File: src/sv/fvd_pkg.sv
// Shared types, image layout constants and boot/label ROM tables of the FAT16 image reader.
`default_nettype none

package fvd_pkg;

    localparam int unsigned ADDR_W   = 23;
    localparam int unsigned NAME_LEN = 11;

    localparam logic [ADDR_W-1:0] FAT1_BASE = 23'd512;
    localparam logic [ADDR_W-1:0] FAT2_BASE = 23'd33280;
    localparam logic [ADDR_W-1:0] ROOT_BASE = 23'd66048;
    localparam logic [ADDR_W-1:0] DATA_BASE = 23'd82432;

    localparam logic [15:0] SIZE_CAP    = 16'h8000;
    localparam logic [15:0] FAT_MEDIA   = 16'hFFF8;
    localparam logic [15:0] FAT_RSVD    = 16'hFFFF;
    localparam logic [15:0] FAT_EOC     = 16'hFFF8;
    localparam logic [15:0] FAT_BAD     = 16'hFFF7;
    localparam logic [7:0]  BOOT_SIG_LO = 8'h55;
    localparam logic [7:0]  BOOT_SIG_HI = 8'hAA;
    localparam logic [7:0]  BOOT_FILL   = 8'h90;
    localparam logic [7:0]  ATTR_RO     = 8'h01;
    localparam logic [8:0]  BOOT_ROM_LEN = 9'd62;
    localparam logic [8:0]  BOOT_SIG_POS = 9'd510;

    // record byte offsets of a load item
    localparam logic [4:0] LD_ATTR    = 5'd11;
    localparam logic [4:0] LD_TIME_LO = 5'd12;
    localparam logic [4:0] LD_TIME_HI = 5'd13;
    localparam logic [4:0] LD_DATE_LO = 5'd14;
    localparam logic [4:0] LD_DATE_HI = 5'd15;
    localparam logic [4:0] LD_SIZE_LO = 5'd16;
    localparam logic [4:0] LD_SIZE_HI = 5'd17;

    localparam logic REQ_LOAD = 1'b0;
    localparam logic REQ_READ = 1'b1;

    typedef enum logic [1:0] {
        RGN_BOOT,
        RGN_FAT,
        RGN_ROOT,
        RGN_DATA
    } region_t;

    typedef struct packed {
        region_t     region;
        logic        aux;
        logic [14:0] off;
        logic [8:0]  fi;
        logic        last;
    } s1_info_t;

    typedef struct packed {
        logic       we;
        logic [3:0] slot;
        logic [4:0] off;
        logic [7:0] value;
    } load_t;

    typedef struct packed {
        logic        writable;
        logic [15:0] size;
        logic [15:0] date;
        logic [15:0] tm;
    } meta_t;

    function automatic logic [7:0] boot_rom_byte(input logic [5:0] i);
        logic [7:0] b;
        case (i)
            6'd0:  b = 8'hEB;
            6'd1:  b = 8'h3E;
            6'd2:  b = 8'h90;
            6'd3:  b = 8'h4D;
            6'd4:  b = 8'h53;
            6'd5:  b = 8'h44;
            6'd6:  b = 8'h4F;
            6'd7:  b = 8'h53;
            6'd8:  b = 8'h35;
            6'd9:  b = 8'h2E;
            6'd10: b = 8'h30;
            6'd11: b = 8'h00;
            6'd12: b = 8'h02;
            6'd13: b = 8'h01;
            6'd14: b = 8'h01;
            6'd15: b = 8'h00;
            6'd16: b = 8'h02;
            6'd17: b = 8'h00;
            6'd18: b = 8'h02;
            6'd19: b = 8'h00;
            6'd20: b = 8'h00;
            6'd21: b = 8'hF8;
            6'd22: b = 8'h40;
            6'd23: b = 8'h00;
            6'd24: b = 8'h20;
            6'd25: b = 8'h00;
            6'd26: b = 8'h01;
            6'd27: b = 8'h00;
            6'd33: b = 8'h40;
            6'd36: b = 8'h80;
            6'd38: b = 8'h29;
            6'd43: b = 8'h43;
            6'd44: b = 8'h48;
            6'd45: b = 8'h35;
            6'd46: b = 8'h35;
            6'd47: b = 8'h58;
            6'd48: b = 8'h20;
            6'd49: b = 8'h4D;
            6'd50: b = 8'h53;
            6'd51: b = 8'h44;
            6'd52: b = 8'h20;
            6'd53: b = 8'h20;
            6'd54: b = 8'h46;
            6'd55: b = 8'h41;
            6'd56: b = 8'h54;
            6'd57: b = 8'h31;
            6'd58: b = 8'h36;
            6'd59: b = 8'h20;
            6'd60: b = 8'h20;
            6'd61: b = 8'h20;
            default: b = 8'h00;
        endcase
        return b;
    endfunction

    function automatic logic [7:0] label_rom_byte(input logic [4:0] i);
        logic [7:0] b;
        case (i)
            5'd0:  b = 8'h43;
            5'd1:  b = 8'h48;
            5'd2:  b = 8'h35;
            5'd3:  b = 8'h35;
            5'd4:  b = 8'h58;
            5'd5:  b = 8'h20;
            5'd6:  b = 8'h4D;
            5'd7:  b = 8'h53;
            5'd8:  b = 8'h44;
            5'd9:  b = 8'h20;
            5'd10: b = 8'h20;
            5'd11: b = 8'h08;
            5'd14: b = 8'h5C;
            5'd15: b = 8'h64;
            5'd16: b = 8'h22;
            5'd17: b = 8'h52;
            5'd18: b = 8'h22;
            5'd19: b = 8'h52;
            5'd22: b = 8'h5C;
            5'd23: b = 8'h64;
            5'd24: b = 8'h22;
            5'd25: b = 8'h52;
            default: b = 8'h00;
        endcase
        return b;
    endfunction

endpackage

`default_nettype wire

File: src/sv/fvd_ifs.sv
// Valid/ready channel interfaces for requests and image bytes.
`default_nettype none

interface fvd_req_if;
    logic        valid;
    logic        ready;
    logic        req_type;
    logic [22:0] start_address;
    logic [3:0]  load_slot;
    logic [4:0]  load_byte_offset;
    logic [7:0]  load_value;

    modport source (output valid, req_type, start_address, load_slot, load_byte_offset,
                    load_value, input ready);
    modport sink (input valid, req_type, start_address, load_slot, load_byte_offset,
                  load_value, output ready);
endinterface

interface fvd_byte_if;
    logic        valid;
    logic        ready;
    logic [7:0]  data_byte;
    logic        last_byte;
    logic        file_byte_flag;
    logic [3:0]  file_slot;
    logic [14:0] file_offset;

    modport source (output valid, data_byte, last_byte, file_byte_flag, file_slot,
                    file_offset, input ready);
    modport sink (input valid, data_byte, last_byte, file_byte_flag, file_slot,
                  file_offset, output ready);
endinterface

`default_nettype wire

File: src/sv/fvd_file_table.sv
// File table memories: name bytes and per-slot metadata, one write and one read port each.
`default_nettype none

module fvd_file_table
    import fvd_pkg::*;
#(
    parameter int unsigned MAX_FILES = 16
)
(
    input  wire logic  clk,
    input  wire load_t load,
    input  wire logic  rd_en,
    input  wire logic [((MAX_FILES > 1) ? $clog2(MAX_FILES) : 1)-1:0] meta_raddr,
    input  wire logic [$clog2(NAME_LEN * MAX_FILES)-1:0]             name_raddr,
    output meta_t      meta_rd,
    output logic [7:0] name_rd
);

    localparam int unsigned SW         = (MAX_FILES > 1) ? $clog2(MAX_FILES) : 1;
    localparam int unsigned NAME_DEPTH = NAME_LEN * MAX_FILES;
    localparam int unsigned NAME_AW    = $clog2(NAME_DEPTH);

    logic [7:0] name_mem [NAME_DEPTH];
    meta_t      meta_mem [MAX_FILES];

    logic               slot_ok;
    logic               name_we;
    logic               meta_we;
    logic [SW-1:0]      wslot;
    logic [NAME_AW-1:0] name_waddr;
    meta_t              meta_rd_reg;
    logic [7:0]         name_rd_reg;

    assign slot_ok    = 32'(load.slot) < MAX_FILES;
    assign name_we    = load.we && slot_ok && (load.off < LD_ATTR);
    assign meta_we    = load.we && slot_ok && (load.off >= LD_ATTR) && (load.off <= LD_SIZE_HI);
    assign wslot      = SW'(load.slot);
    assign name_waddr = NAME_AW'(32'(load.slot) * NAME_LEN + 32'(load.off));

    always_ff @(posedge clk)
    begin
        if (name_we)
        begin
            name_mem[name_waddr] <= load.value;
        end
        if (rd_en)
        begin
            name_rd_reg <= name_mem[name_raddr];
        end
    end

    always_ff @(posedge clk)
    begin
        if (meta_we)
        begin
            case (load.off)
                LD_ATTR:    meta_mem[wslot].writable  <= |load.value;
                LD_TIME_LO: meta_mem[wslot].tm[7:0]    <= load.value;
                LD_TIME_HI: meta_mem[wslot].tm[15:8]   <= load.value;
                LD_DATE_LO: meta_mem[wslot].date[7:0]  <= load.value;
                LD_DATE_HI: meta_mem[wslot].date[15:8] <= load.value;
                LD_SIZE_LO: meta_mem[wslot].size[7:0]  <= load.value;
                LD_SIZE_HI: meta_mem[wslot].size[15:8] <= load.value;
                default:    ;
            endcase
        end
        if (rd_en)
        begin
            meta_rd_reg <= meta_mem[meta_raddr];
        end
    end

    assign meta_rd = meta_rd_reg;
    assign name_rd = name_rd_reg;

endmodule

`default_nettype wire

File: src/sv/fvd_addr_gen.sv
// Packet address sequencer with region decode and file table read addressing.
`default_nettype none

module fvd_addr_gen
    import fvd_pkg::*;
#(
    parameter int unsigned PACKET_BYTES = 64,
    parameter int unsigned MAX_FILES    = 16
)
(
    input  wire logic              clk,
    input  wire logic              rst_n,
    input  wire logic              start,
    input  wire logic [ADDR_W-1:0] start_address,
    input  wire logic              adv,
    output logic                   ready,
    output logic                   issue,
    output s1_info_t               info,
    output logic [((MAX_FILES > 1) ? $clog2(MAX_FILES) : 1)-1:0] meta_raddr,
    output logic [$clog2(NAME_LEN * MAX_FILES)-1:0]             name_raddr
);

    localparam int unsigned CW      = $clog2(PACKET_BYTES);
    localparam int unsigned SW      = (MAX_FILES > 1) ? $clog2(MAX_FILES) : 1;
    localparam int unsigned NAME_AW = $clog2(NAME_LEN * MAX_FILES);
    localparam logic [CW-1:0] LAST_CNT = CW'(PACKET_BYTES - 1);

    logic              active_reg;
    logic [ADDR_W-1:0] addr_reg;
    logic [CW-1:0]     cnt_reg;
    logic              last;

    logic [ADDR_W-1:0] fat1_idx;
    logic [ADDR_W-1:0] fat2_idx;
    logic [ADDR_W-1:0] root_idx;
    logic [ADDR_W-1:0] data_idx;
    logic [14:0]       fat_idx;
    logic [14:0]       fat_rel;
    logic [8:0]        root_hi;

    assign last  = (cnt_reg == LAST_CNT);
    assign issue = active_reg;
    assign ready = !active_reg || (adv && last);

    always_ff @(posedge clk or negedge rst_n)
    begin
        if (!rst_n)
        begin
            active_reg <= 1'b0;
            addr_reg   <= '0;
            cnt_reg    <= '0;
        end
        else if (start)
        begin
            active_reg <= 1'b1;
            addr_reg   <= start_address;
            cnt_reg    <= '0;
        end
        else if (adv && active_reg)
        begin
            addr_reg <= addr_reg + 1'b1;
            cnt_reg  <= cnt_reg + 1'b1;
            if (last)
            begin
                active_reg <= 1'b0;
            end
        end
    end

    assign fat1_idx = addr_reg - FAT1_BASE;
    assign fat2_idx = addr_reg - FAT2_BASE;
    assign root_idx = addr_reg - ROOT_BASE;
    assign data_idx = addr_reg - DATA_BASE;
    assign fat_idx  = (addr_reg < FAT2_BASE) ? fat1_idx[14:0] : fat2_idx[14:0];
    assign fat_rel  = fat_idx - 15'd4;
    assign root_hi  = root_idx[13:5];

    always_comb
    begin
        info      = '0;
        info.last = last;
        if (addr_reg < FAT1_BASE)
        begin
            info.region = RGN_BOOT;
            info.off    = 15'(addr_reg[8:0]);
        end
        else if (addr_reg < ROOT_BASE)
        begin
            info.region = RGN_FAT;
            info.aux    = (fat_idx < 15'd4);
            info.off    = fat_idx;
            info.fi     = {1'b0, fat_rel[14:7]};
        end
        else if (addr_reg < DATA_BASE)
        begin
            info.region = RGN_ROOT;
            info.aux    = (root_hi == 9'd0);
            info.off    = 15'(root_idx[4:0]);
            info.fi     = root_hi - 9'd1;
        end
        else
        begin
            info.region = RGN_DATA;
            info.off    = data_idx[14:0];
            info.fi     = {1'b0, data_idx[22:15]};
        end
    end

    assign meta_raddr = SW'(info.fi);
    assign name_raddr = NAME_AW'(32'(meta_raddr) * NAME_LEN + 32'(info.off[3:0]));

    a_last_ends: assert property (@(posedge clk) disable iff (!rst_n)
        active_reg && adv && last |=> !active_reg || (cnt_reg == '0))
        else $error("packet sequencer ran past its last byte");

    a_start_loads: assert property (@(posedge clk) disable iff (!rst_n)
        start |=> active_reg && (cnt_reg == '0) && (addr_reg == $past(start_address)))
        else $error("read transfer did not start the sequencer");

    a_stall_holds: assert property (@(posedge clk) disable iff (!rst_n)
        active_reg && !adv |=> active_reg && $stable(addr_reg) && $stable(cnt_reg))
        else $error("sequencer moved while the pipeline was stalled");

endmodule

`default_nettype wire

File: src/sv/fvd_byte_build.sv
// Byte assembly stage and output register: boot sector, FAT chains, directory entries, file flags.
`default_nettype none

module fvd_byte_build
    import fvd_pkg::*;
#(
    parameter int unsigned MAX_FILES = 16
)
(
    input  wire logic       clk,
    input  wire logic       rst_n,
    input  wire logic       issue,
    input  wire s1_info_t   info,
    input  wire meta_t      meta_rd,
    input  wire logic [7:0] name_rd,
    input  wire logic [4:0] file_count,
    output logic            adv,
    fvd_byte_if.source      rsp
);

    localparam logic [4:0] DIR_ATTR  = 5'd11;
    localparam logic [4:0] DIR_CTIME = 5'd14;
    localparam logic [4:0] DIR_CDATE = 5'd16;
    localparam logic [4:0] DIR_ADATE = 5'd18;
    localparam logic [4:0] DIR_MTIME = 5'd22;
    localparam logic [4:0] DIR_MDATE = 5'd24;
    localparam logic [4:0] DIR_CLUS  = 5'd26;
    localparam logic [4:0] DIR_SIZE  = 5'd28;

    logic        s1_valid_reg;
    s1_info_t    s1_reg;
    logic        out_valid_reg;
    logic [7:0]  data_reg;
    logic        last_reg;
    logic        flag_reg;
    logic [3:0]  slot_reg;
    logic [14:0] foff_reg;

    logic [8:0]  act;
    logic        in_use;
    logic [15:0] eff;
    logic [6:0]  used;
    logic [14:0] fat_rel;
    logic [5:0]  co;
    logic [15:0] entry;
    logic [15:0] clus;
    logic [4:0]  off5;
    logic [7:0]  data_c;
    logic        flag_c;

    assign adv = !out_valid_reg || rsp.ready;

    assign act     = (9'(file_count) > 9'(MAX_FILES)) ? 9'(MAX_FILES) : 9'(file_count);
    assign in_use  = s1_reg.fi < act;
    assign eff     = (meta_rd.size > SIZE_CAP) ? SIZE_CAP : meta_rd.size;
    assign used    = eff[15:9] + 7'(|eff[8:0]);
    assign fat_rel = s1_reg.off - 15'd4;
    assign co      = fat_rel[6:1];
    assign clus    = {1'b0, s1_reg.fi, 6'd2};
    assign off5    = s1_reg.off[4:0];

    always_comb
    begin
        entry = FAT_BAD;
        if (s1_reg.aux)
        begin
            entry = s1_reg.off[1] ? FAT_RSVD : FAT_MEDIA;
        end
        else if (in_use && ({1'b0, co} < used))
        begin
            entry = ((7'(co) + 7'd1) < used) ? (16'({s1_reg.fi[7:0], co}) + 16'd3) : FAT_EOC;
        end
    end

    always_comb
    begin
        data_c = 8'h00;
        flag_c = 1'b0;
        case (s1_reg.region)
            RGN_BOOT:
            begin
                if (s1_reg.off[8:0] < BOOT_ROM_LEN)
                    data_c = boot_rom_byte(s1_reg.off[5:0]);
                else if (s1_reg.off[8:0] == BOOT_SIG_POS)
                    data_c = BOOT_SIG_LO;
                else if (s1_reg.off[8:0] == BOOT_SIG_POS + 9'd1)
                    data_c = BOOT_SIG_HI;
                else
                    data_c = BOOT_FILL;
            end
            RGN_FAT:
            begin
                data_c = s1_reg.off[0] ? entry[15:8] : entry[7:0];
            end
            RGN_ROOT:
            begin
                if (s1_reg.aux)
                    data_c = label_rom_byte(off5);
                else if (!in_use)
                    data_c = 8'h00;
                else if (off5 < DIR_ATTR)
                    data_c = name_rd;
                else if (off5 == DIR_ATTR)
                    data_c = meta_rd.writable ? 8'h00 : ATTR_RO;
                else if (off5 == DIR_CTIME || off5 == DIR_MTIME)
                    data_c = meta_rd.tm[7:0];
                else if (off5 == DIR_CTIME + 5'd1 || off5 == DIR_MTIME + 5'd1)
                    data_c = meta_rd.tm[15:8];
                else if (off5 == DIR_CDATE || off5 == DIR_ADATE || off5 == DIR_MDATE)
                    data_c = meta_rd.date[7:0];
                else if (off5 == DIR_CDATE + 5'd1 || off5 == DIR_ADATE + 5'd1
                         || off5 == DIR_MDATE + 5'd1)
                    data_c = meta_rd.date[15:8];
                else if (off5 == DIR_CLUS)
                    data_c = clus[7:0];
                else if (off5 == DIR_CLUS + 5'd1)
                    data_c = clus[15:8];
                else if (off5 == DIR_SIZE)
                    data_c = eff[7:0];
                else if (off5 == DIR_SIZE + 5'd1)
                    data_c = eff[15:8];
                else
                    data_c = 8'h00;
            end
            RGN_DATA:
            begin
                flag_c = in_use && ({1'b0, s1_reg.off} < eff);
            end
            default:
            begin
                data_c = 8'h00;
            end
        endcase
    end

    always_ff @(posedge clk or negedge rst_n)
    begin
        if (!rst_n)
        begin
            s1_valid_reg  <= 1'b0;
            out_valid_reg <= 1'b0;
        end
        else if (adv)
        begin
            s1_valid_reg  <= issue;
            out_valid_reg <= s1_valid_reg;
        end
    end

    always_ff @(posedge clk)
    begin
        if (adv)
        begin
            s1_reg   <= info;
            data_reg <= data_c;
            last_reg <= s1_reg.last;
            flag_reg <= flag_c;
            slot_reg <= flag_c ? s1_reg.fi[3:0] : 4'd0;
            foff_reg <= flag_c ? s1_reg.off : 15'd0;
        end
    end

    assign rsp.valid          = out_valid_reg;
    assign rsp.data_byte      = data_reg;
    assign rsp.last_byte      = last_reg;
    assign rsp.file_byte_flag = flag_reg;
    assign rsp.file_slot      = slot_reg;
    assign rsp.file_offset    = foff_reg;

    a_flag_zero: assert property (@(posedge clk) disable iff (!rst_n)
        rsp.valid && rsp.file_byte_flag |-> rsp.data_byte == 8'h00)
        else $error("flagged file byte carries nonzero data");

    a_s1_hold: assert property (@(posedge clk) disable iff (!rst_n)
        s1_valid_reg && !adv |=> s1_valid_reg && $stable(s1_reg))
        else $error("stalled byte dropped from the assembly stage");

    a_s1_moves: assert property (@(posedge clk) disable iff (!rst_n)
        s1_valid_reg && adv |=> rsp.valid)
        else $error("assembled byte lost before the output register");

endmodule

`default_nettype wire

File: src/sv/fat16_virtual_disk_reader_top.sv
// Top level of the FAT16 virtual disk image reader.
//
//  channel | dir | handshake    | payload
//  --------+-----+--------------+--------------------------------------------------
//  req     | in  | valid/ready  | req_type, start_address, load_slot/offset/value
//  rsp     | out | valid/ready  | data_byte, last_byte, file_byte_flag, slot, offset
//  cfg     | in  | cfg_we       | cfg_wdata = file_count
//
// A read transfer produces PACKET_BYTES bytes, one per cycle while rsp does not stall; the
// next request is taken on the cycle the last byte issues, so packets stream back to back.
// A load is taken while the sequencer is idle or on its last byte. Bytes pass the assembly
// register and then the output register. rsp stalls freeze the whole pipeline in place.
// Reset clears control only; the file table needs no clearing pass.
`default_nettype none

module fat16_virtual_disk_reader_top
    import fvd_pkg::*;
#(
    parameter int unsigned PACKET_BYTES = 64,
    parameter int unsigned MAX_FILES    = 16
)
(
    input  wire logic       clk,
    input  wire logic       rst_n,
    fvd_req_if.sink         req,
    fvd_byte_if.source      rsp,
    input  wire logic       cfg_we,
    input  wire logic [4:0] cfg_wdata
);

    localparam int unsigned SW      = (MAX_FILES > 1) ? $clog2(MAX_FILES) : 1;
    localparam int unsigned NAME_AW = $clog2(NAME_LEN * MAX_FILES);

    logic [4:0]         file_count_reg;
    logic               req_ready;
    logic               accept;
    logic               start;
    logic               adv;
    logic               issue;
    s1_info_t           info;
    load_t              load;
    logic [SW-1:0]      meta_raddr;
    logic [NAME_AW-1:0] name_raddr;
    meta_t              meta_rd;
    logic [7:0]         name_rd;

    always_ff @(posedge clk or negedge rst_n)
    begin
        if (!rst_n)
        begin
            file_count_reg <= 5'd0;
        end
        else if (cfg_we)
        begin
            file_count_reg <= cfg_wdata;
        end
    end

    assign req.ready  = req_ready;
    assign accept     = req.valid && req_ready;
    assign start      = accept && (req.req_type == REQ_READ);
    assign load.we    = accept && (req.req_type == REQ_LOAD);
    assign load.slot  = req.load_slot;
    assign load.off   = req.load_byte_offset;
    assign load.value = req.load_value;

    fvd_addr_gen #(
        .PACKET_BYTES (PACKET_BYTES),
        .MAX_FILES    (MAX_FILES)
    ) u_gen (
        .clk           (clk),
        .rst_n         (rst_n),
        .start         (start),
        .start_address (req.start_address),
        .adv           (adv),
        .ready         (req_ready),
        .issue         (issue),
        .info          (info),
        .meta_raddr    (meta_raddr),
        .name_raddr    (name_raddr)
    );

    fvd_file_table #(
        .MAX_FILES (MAX_FILES)
    ) u_table (
        .clk        (clk),
        .load       (load),
        .rd_en      (adv),
        .meta_raddr (meta_raddr),
        .name_raddr (name_raddr),
        .meta_rd    (meta_rd),
        .name_rd    (name_rd)
    );

    fvd_byte_build #(
        .MAX_FILES (MAX_FILES)
    ) u_build (
        .clk        (clk),
        .rst_n      (rst_n),
        .issue      (issue),
        .info       (info),
        .meta_rd    (meta_rd),
        .name_rd    (name_rd),
        .file_count (file_count_reg),
        .adv        (adv),
        .rsp        (rsp)
    );

endmodule

`default_nettype wire

File: src/flat_wrapper.sv
// flat-port wrapper written by rule: the top's interface ports become plain ports
module fat16_virtual_disk_reader_top_flat import fvd_pkg::*;
#(
    parameter int unsigned PACKET_BYTES = 64,
    parameter int unsigned MAX_FILES    = 16
)
  (clk, rst_n, cfg_we, cfg_wdata, req_valid, req_req_type, req_start_address, req_load_slot, req_load_byte_offset, req_load_value, req_ready, rsp_valid, rsp_data_byte, rsp_last_byte, rsp_file_byte_flag, rsp_file_slot, rsp_file_offset, rsp_ready);
  fvd_req_if req_i ();
  fvd_byte_if rsp_i ();
  input  wire logic clk;
  input  wire logic rst_n;
  input  wire logic cfg_we;
  input  wire logic [4:0] cfg_wdata;
  input wire logic [$bits(req_i.valid)-1:0] req_valid;
  input wire logic [$bits(req_i.req_type)-1:0] req_req_type;
  input wire logic [$bits(req_i.start_address)-1:0] req_start_address;
  input wire logic [$bits(req_i.load_slot)-1:0] req_load_slot;
  input wire logic [$bits(req_i.load_byte_offset)-1:0] req_load_byte_offset;
  input wire logic [$bits(req_i.load_value)-1:0] req_load_value;
  output wire logic [$bits(req_i.ready)-1:0] req_ready;
  output wire logic [$bits(rsp_i.valid)-1:0] rsp_valid;
  output wire logic [$bits(rsp_i.data_byte)-1:0] rsp_data_byte;
  output wire logic [$bits(rsp_i.last_byte)-1:0] rsp_last_byte;
  output wire logic [$bits(rsp_i.file_byte_flag)-1:0] rsp_file_byte_flag;
  output wire logic [$bits(rsp_i.file_slot)-1:0] rsp_file_slot;
  output wire logic [$bits(rsp_i.file_offset)-1:0] rsp_file_offset;
  input wire logic [$bits(rsp_i.ready)-1:0] rsp_ready;
  assign req_i.valid = req_valid;
  assign req_i.req_type = req_req_type;
  assign req_i.start_address = req_start_address;
  assign req_i.load_slot = req_load_slot;
  assign req_i.load_byte_offset = req_load_byte_offset;
  assign req_i.load_value = req_load_value;
  assign req_ready = req_i.ready;
  assign rsp_valid = rsp_i.valid;
  assign rsp_data_byte = rsp_i.data_byte;
  assign rsp_last_byte = rsp_i.last_byte;
  assign rsp_file_byte_flag = rsp_i.file_byte_flag;
  assign rsp_file_slot = rsp_i.file_slot;
  assign rsp_file_offset = rsp_i.file_offset;
  assign rsp_i.ready = rsp_ready;
  fat16_virtual_disk_reader_top #(.PACKET_BYTES(PACKET_BYTES), .MAX_FILES(MAX_FILES)) u_core (.clk(clk), .rst_n(rst_n), .req(req_i), .rsp(rsp_i), .cfg_we(cfg_we), .cfg_wdata(cfg_wdata));
endmodule
File: config.mk
export PLATFORM = sky130hd
export DESIGN_NAME = fat16_virtual_disk_reader_top_flat
export DESIGN_NICKNAME = d
export VERILOG_FILES = /design/src/sv/fvd_pkg.sv /design/src/sv/fvd_ifs.sv /design/src/sv/fvd_file_table.sv /design/src/sv/fvd_addr_gen.sv /design/src/sv/fvd_byte_build.sv /design/src/sv/fat16_virtual_disk_reader_top.sv /design/src/flat_wrapper.sv
export SDC_FILE = /design/constraint.sdc
export NUM_CORES = 2
export LEC_CHECK = 0
export BUFFER_PORTS_ARGS = -buffer_cell sky130_fd_sc_hd__buf_4
export CAP_MARGIN = 20
export CORE_UTILIZATION = 60
export CTS_CLUSTER_DIAMETER = 200
export CTS_CLUSTER_SIZE = 28
export DETAILED_ROUTE_END_ITERATION = 8
export PLACE_DENSITY = 0.76
export SYNTH_ARGS = -nofsm -noshare
export SYNTH_HDL_FRONTEND = slang
export SYNTH_SLANG_ARGS = --single-unit
File: constraint.sdc
create_clock -name clk -period 8.5 [get_ports clk]
set_clock_uncertainty 0.2 [all_clocks]
set_input_delay 2.55 -clock clk [delete_from_list [all_inputs] [get_ports clk]]
set_output_delay 2.55 -clock clk [all_outputs]
set_load 0.02 [all_outputs]
==> Yosys cells after proc, flatten, opt, wreduce, memory -nomap -nowiden <==
Memories as Yosys holds them, arrays and structs flattened. A register that Yosys moved wholly into a read port is not among the register bits.
Index checks and enable logic that the tools add are counted.
W data, S select, Z words.
{ "classes": {"reduce_logical": 29, "shift": 0, "n_eq_ne": 28, "n_mux": 64, "magnitude_cmp": 16, "div_mod_pow": 0, "n_mul": 2, "addsub": 14, "n_bitwise": 2} }
{ "op_table": {"columns": ["op", "count"], "rows": [
  ["$mux W8", 15],
  ["$eq A5 B5 Y1 const B", 14],
  ["$mux W16", 4],
  ["$lt A23 B17 Y1 const B", 2],
  ["$mux W23", 2],
  ["$eq A5 B4 Y1 const B", 8],
  ["$mux W1", 30],
  ["$sub A15 B10 Y15 const B", 2],
  ["$mux W26", 1],
  ["$mux W24", 1],
  ["$mux W6", 4],
  ["$pmux W8 S3", 1],
  ["$add A23 B1 Y23 const B", 1],
  ["$lt A23 B10 Y1 const B", 1],
  ["$lt A23 B16 Y1 const B", 1],
  ["$sub A23 B17 Y23 const B", 1],
  ["$eq A9 B9 Y1 const B", 2],
  ["$gt A16 B16 Y1 const B", 1],
  ["$lt A15 B16 Y1", 1],
  ["$mul A4 B4 Y8 const B", 2],
  ["$add A14 B2 Y15 const B", 1],
  ["$lt A15 B3 Y1 const B", 1],
  ["$mux W15", 1],
  ["$sub A15 B3 Y15 const B", 1],
  ["35 further kinds", 57]
]} }
{ "word_totals": {"memories": 4, "regBits": 94, "wordCells": 179, "romBits": 736, "out_inout_bits": 31, "input_bits": 51, "ram_bits": 2192, "latchBits": 0} }
{ "memory_table": {"columns": ["memory", "words", "word_bits", "rd", "rd_ports_with_merged_regs", "wr", "line", "rtl"], "rows": [
  ["u_core.u_table.name_mem", 176, 8, 1, 1, 1, "fvd_file_table.sv:23", "logic [7:0] name_mem [NAME_DEPTH];"],
  ["u_core.u_table.meta_mem", 16, 49, 1, 1, 1, "fvd_file_table.sv:24", "meta_t meta_mem [MAX_FILES];"],
  ["(name not given)", 64, 8, 1, 1, 0, "fvd_pkg.sv:69", "case (i)"],
  ["(name not given)", 32, 7, 1, 1, 0, "fvd_pkg.sv:127", "case (i)"]
]} }

==> Depth between registers and ports, before layout <==
{ "logic_depth": {"depth_word": 15, "mapped_depth": 26} }

==> Cells and area by module <==
Synthesis repeated with hierarchy kept, for this count alone.
{ "hier_totals": {"cells_unflattened": 5092, "area_unflattened_um2": 96428.7} }
{ "modules_own_cells": {"columns": ["module", "seq_area_each_um2", "cells_each", "area_each_um2", "instances"], "rows": [
  ["fvd_file_table", 67534.8, 4037, 87290.0, 1],
  ["fvd_byte_build", 2062.0, 649, 5804.3, 1],
  ["fvd_addr_gen", 750.7, 394, 3138.0, 1],
  ["fat16_virtual_disk_reader_top", 125.1, 12, 196.4, 1]
]} }

==> Worst setup path before layout <==
No wires, ideal clock.
{ "synth_path": {"path_type": "in2reg", "startpoint": "input port rsp_ready", "endpoint": "register with a tool-made name", "arrival_time_ns": 8.234, "cell_stages": 11, "path_buffers": 2, "setup_ns": 0.133, "path_slack_ns": -0.067, "path_cell_list": "nor2b_1 -> buf_1 -> clkinv_1 -> mux2i_1 -> inv_1 -> ha_1 -> clkbuf_1 -> o21ai_0 -> a221o_1 -> o21ai_0 -> a21oi_1"} }
{ "synth_lines": {"columns": ["element", "line", "rtl"], "rows": [
  ["start: declaration", "flat_wrapper.sv:27", "input wire logic [$bits(rsp_i.ready)-1:0] rsp_ready;"]
]} }

==> Worst setup path after layout <==
{ "layout_path": {"startpoint": "register u_core.u_gen.addr_reg[9]", "endpoint": "register u_core.u_table.name_rd_reg[6], in the netlist u_core.u_table.name_rd[6], read port of u_core.u_table.name_mem (data pin)"} }
{ "layout_via": {"elab_chain_cells": 7, "elab_cells_between_ends": 15, "classes_between": "add/sub (5); mul (1); order compare (4); mux (5)"} }
{ "layout_lines": {"columns": ["element", "line", "rtl"], "rows": [
  ["start: declaration", "fvd_addr_gen.sv:29", "logic [ADDR_W-1:0] addr_reg;"],
  ["start signal: assignment", "fvd_addr_gen.sv:56", "addr_reg <= start_address;"],
  ["start signal: assignment", "fvd_addr_gen.sv:61", "addr_reg <= addr_reg + 1'b1;"],
  ["$lt A23 B16 Y1 / $sub A15 B10 Y15 (equally long branches)", "fvd_addr_gen.sv:74, fvd_addr_gen.sv:70, fvd_addr_gen.sv:71", null],
  ["$mux W15", "fvd_addr_gen.sv:74", "assign fat_idx = (addr_reg < FAT2_BASE) ? fat1_idx[14:0] : fat2_idx[14:0];"],
  ["$sub A15 B3 Y15", "fvd_addr_gen.sv:75", "assign fat_rel = fat_idx - 15'd4;"],
  ["$mux W26", "fvd_addr_gen.sv:87", "else if (addr_reg < ROOT_BASE)"],
  ["$mux W4", "fvd_addr_gen.sv:82", "if (addr_reg < FAT1_BASE)"],
  ["$mul A4 B4 Y8", "fvd_addr_gen.sv:110", "assign name_raddr = NAME_AW'(32'(meta_raddr) * NAME_LEN + 32'(info.off[3:0]));"],
  ["$add A8 B4 Y8 (*)", "fvd_addr_gen.sv:110", null],
  ["end: declaration", "fvd_file_table.sv:32", "logic [7:0] name_rd_reg;"]
]} }
Every way passes the cells marked *; elsewhere a longest branch is shown, timed or not.
A chain may end at the register's enable or synchronous reset.

==> results.toml <==
[synth]
synth_compound_area_share_pct = 8.91
synth_edf_count = 2306
synth_xor_area_share_pct = 0.760
synthAdderAreaFrac_pct = 1.26
yosysWarnings = 0
synth_mux_area_share_pct = 10.0
netlist_area_mm2 = 0.0992
synth_cell_types = 76
synth-seq-cells = 2358
ys_async_sr_fraction_pct = 1.57
synthCells = 5851
syn-num-nets = 5998
synthSimpleGateAreaFrac_pct = 5.59
ys_seq_area_share_pct = 71.1
synthFlopType = "edfxtp_1"
synth_top_family_by_area = "multiplexers"
syn_area_per_cell_um2 = 16.9

[timing]
period_share_pct = 89.3
max_freq_mhz = 132
max_slew_margin_pct = 24.0
post-route-worst-setup-slack_ns = 0.911
rsz0062_at_grt = "no"
setup_viol = 0
hold_viol = 0
final.setup.tns_ns = 0
worst_pin_slew_ns = 1.11
finalCriticalPeriod_ns = 7.59
final-max-slew-violation-count = 0

[floorplan]
core_area_mm2 = 0.163
dieArea_mm2 = 0.167
dieWidth_um = 409
rows = 148
io_pins = 82
die_y_um = 409
start_util_pct = 60.7

[detailed_routing]
drc = 0
viasPerCell = 7.19
ant_nets = 0
drtPass1Iterations = 6
totalWireLength_um = 253000
drt-initial-drc-count = 9051
via_count = 56500
wl_per_cell_um = 32.1

[finish]
nNetsFinal = 5820
area_growth_pct = 5.53
fin_util_pct = 64.1
multi_input_area_mm2 = 0.0265
drive_above_1_share_pct = 13.7
regArea_mm2 = 0.0705
fill_cells = 11000
largest_register_ff_count = 1408

[status]
status = "completed"

[placement]
port_buffers = 81
gp_congestion = 0.944
place_ws_ns = 0.895
dp.final_hpwl_um = 153000

[global_routing]
gr-usage-all-layers_pct = 30.1
grt_start_max_net_pins = 193
gr-usage-met3_pct = 6.49
met2_usage_pct = 45.4
busiest_layer = "met2"
grt_pass1_vias = 54600
gr-total-overflow = 0
met1_usage_pct = 44.6
antenna_found_initial = 14
grt_pass1_wl_um = 371000

[worst_setup_path]
cp.required_ns = 8.80
cpMostUsedCell = "ha_1"
worst_setup_path_start_kind = "flip-flop"
slowest_delay_ns = 0.75
critPathKind = "flip-flop to flip-flop"
cp_data_arrival_time_ns = 7.89
critPathTopFamily = "compound AO/OA/AOI/OAI gates"
path_cells = "inv_1, ha_1, or4b_1, a21o_1, a221o_1, a31oi_1, nand2_4, clkinv_2, ha_1, ha_1, inv_1, fa_1, inv_1, ha_1, a21oi_1, xnor2_2, mux4_2, and2_1, o311ai_0, o211ai_1"
crit_path_top_delay_cell = "xnor2_2"
end_kind = "flip-flop"
worstPathMaxFanout = 30
cp.buffers_inverters = 4

[clock_tree]
cts_tree = "built"
htreeDepth = 3
cts_hold_buf = 0
clock-sinks = 2358
numCtsBuffers = 94
clk-insertion-delay-late_ns = 0.78
postCtsSetupRepairBufs = 0
cts_resized = 0
path_clk_slew_ns = 0.12
cts_root_buf = "clkbuf_16"
cts.path.max_buffers = 3

[job]
max_cap_violations = 0

[hold_path]
hp-class = "flip-flop to flip-flop"
-- cells by family after synthesis --
logic type	after synthesis
buffers and inverters	597
flip-flops	2358
AO/OA/AOI/OAI	1145
XOR/XNOR	86
adder cells (fa/ha/maj)	96
multiplexers	470
AND/OR/NAND/NOR	1099
-- metrics by stage --
stage | instance area [um2] | hold WS [ns] | instances
floorplan | 99200 | 0.200 | 5851
global placement | 102000 | 0.202 | 7750
detailed placement | 102000 | 0.211 | 7751
CTS | 105000 | 0.238 | 7860
global route | 105000 | 0.248 | 7861
finish | 105000 | 0.235 | 7866
-- cell usage in the layout, fill, tap and decap left out, types with 20 or more instances in the layout --
cell,instances
a2111oi_0,33
o211ai_1,74
nor2_1,386
nor3_1,34
clkbuf_16,95
mux4_2,417
a221oi_1,353
o21a_1,352
xor2_1,34
inv_1,112
o21ai_0,74
xnor2_1,46
nand3_1,70
or4_1,51
edfxtp_1,2306
buf_4,175
nor4b_1,51
nand2_1,189
a21oi_1,71
dfrtp_1,37
and2_1,42
mux2i_1,35
o221ai_1,52
ha_1,87
nor3b_1,20
nor4_1,164
buf_12,20
-- synth_stat cells (18+ instances only) --
| cell type | number | share of area, % |
|---|---|---|
| a21oi_1 | 71 | 0.36 |
| nor3_1 | 34 | 0.17 |
| a221oi_1 | 353 | 3.1 |
| nor3b_1 | 20 | 0.15 |
| o211ai_1 | 74 | 0.56 |
| xnor2_1 | 50 | 0.44 |
| o221ai_1 | 52 | 0.46 |
| o21a_1 | 352 | 2.7 |
| nor4_1 | 164 | 1.0 |
| inv_1 | 113 | 0.43 |
| and2_1 | 42 | 0.26 |
| dfrtp_1 | 37 | 0.93 |
| o21ai_0 | 75 | 0.38 |
| mux4_2 | 417 | 9.5 |
| nand2_1 | 194 | 0.73 |
| a2111oi_0 | 33 | 0.29 |
| nand4_1 | 19 | 0.12 |
| clkbuf_1 | 374 | 1.4 |
| or4_1 | 51 | 0.39 |
| buf_2 | 46 | 0.23 |
| xor2_1 | 36 | 0.32 |
| mux2i_1 | 35 | 0.35 |
| nand3_1 | 70 | 0.35 |
| nor4b_1 | 51 | 0.45 |
| edfxtp_1 | 2306 | 70 |
| mux2_2 | 18 | 0.20 |
| ha_1 | 89 | 1.1 |
| buf_1 | 50 | 0.19 |
| nor2_1 | 386 | 1.5 |
-- layout make-up --
cell class | instances | area share, %
clock inverters | 7 | 0.158
multi-input cells | 2896 | 25.3
diodes | 5 | 0.0120
inverters | 118 | 0.440
flip-flops and latches | 2358 | 67.4
well taps | 2175 | 2.60
repair buffers | 205 | 1.81
clock buffers | 102 | 2.30
-- worst paths after layout --
path                                                            from                                endpoint  slack [ns]  cells after the start
worst max-delay path            u_core.u_gen.addr_reg[9]$_DFFE_PN0P_     u_core.u_table.name_rd[6]$_DFFE_PN_        0.91                     20
max in group asynchronous                                      rst_n    u_core.file_count_reg[3]$_DFFE_PN0P_        6.22                      1
min in group asynchronous                                      rst_n          u_core.u_gen.issue$_DFFE_PN0P_        1.51                      1
worst min-delay path              u_core.u_build.s1_reg[0]$_DFFE_PN_  u_core.u_build.rsp.last_byte$_DFFE_PN_        0.24                      0
worst max register to register  u_core.u_gen.addr_reg[9]$_DFFE_PN0P_     u_core.u_table.name_rd[6]$_DFFE_PN_        0.91                     20
worst min register to register    u_core.u_build.s1_reg[0]$_DFFE_PN_  u_core.u_build.rsp.last_byte$_DFFE_PN_        0.24                      0
-- per-layer routing --
metal	wire length [um]	up-vias
met2	117000	3724
met5	109	-
li1	-	23500
met3	29900	444
met1	97900	28900
met4	8070	20
Power is left out: the tool's default activity adds up to more than one toggle a clock period on the data nets, which glitch-free logic cannot reach.
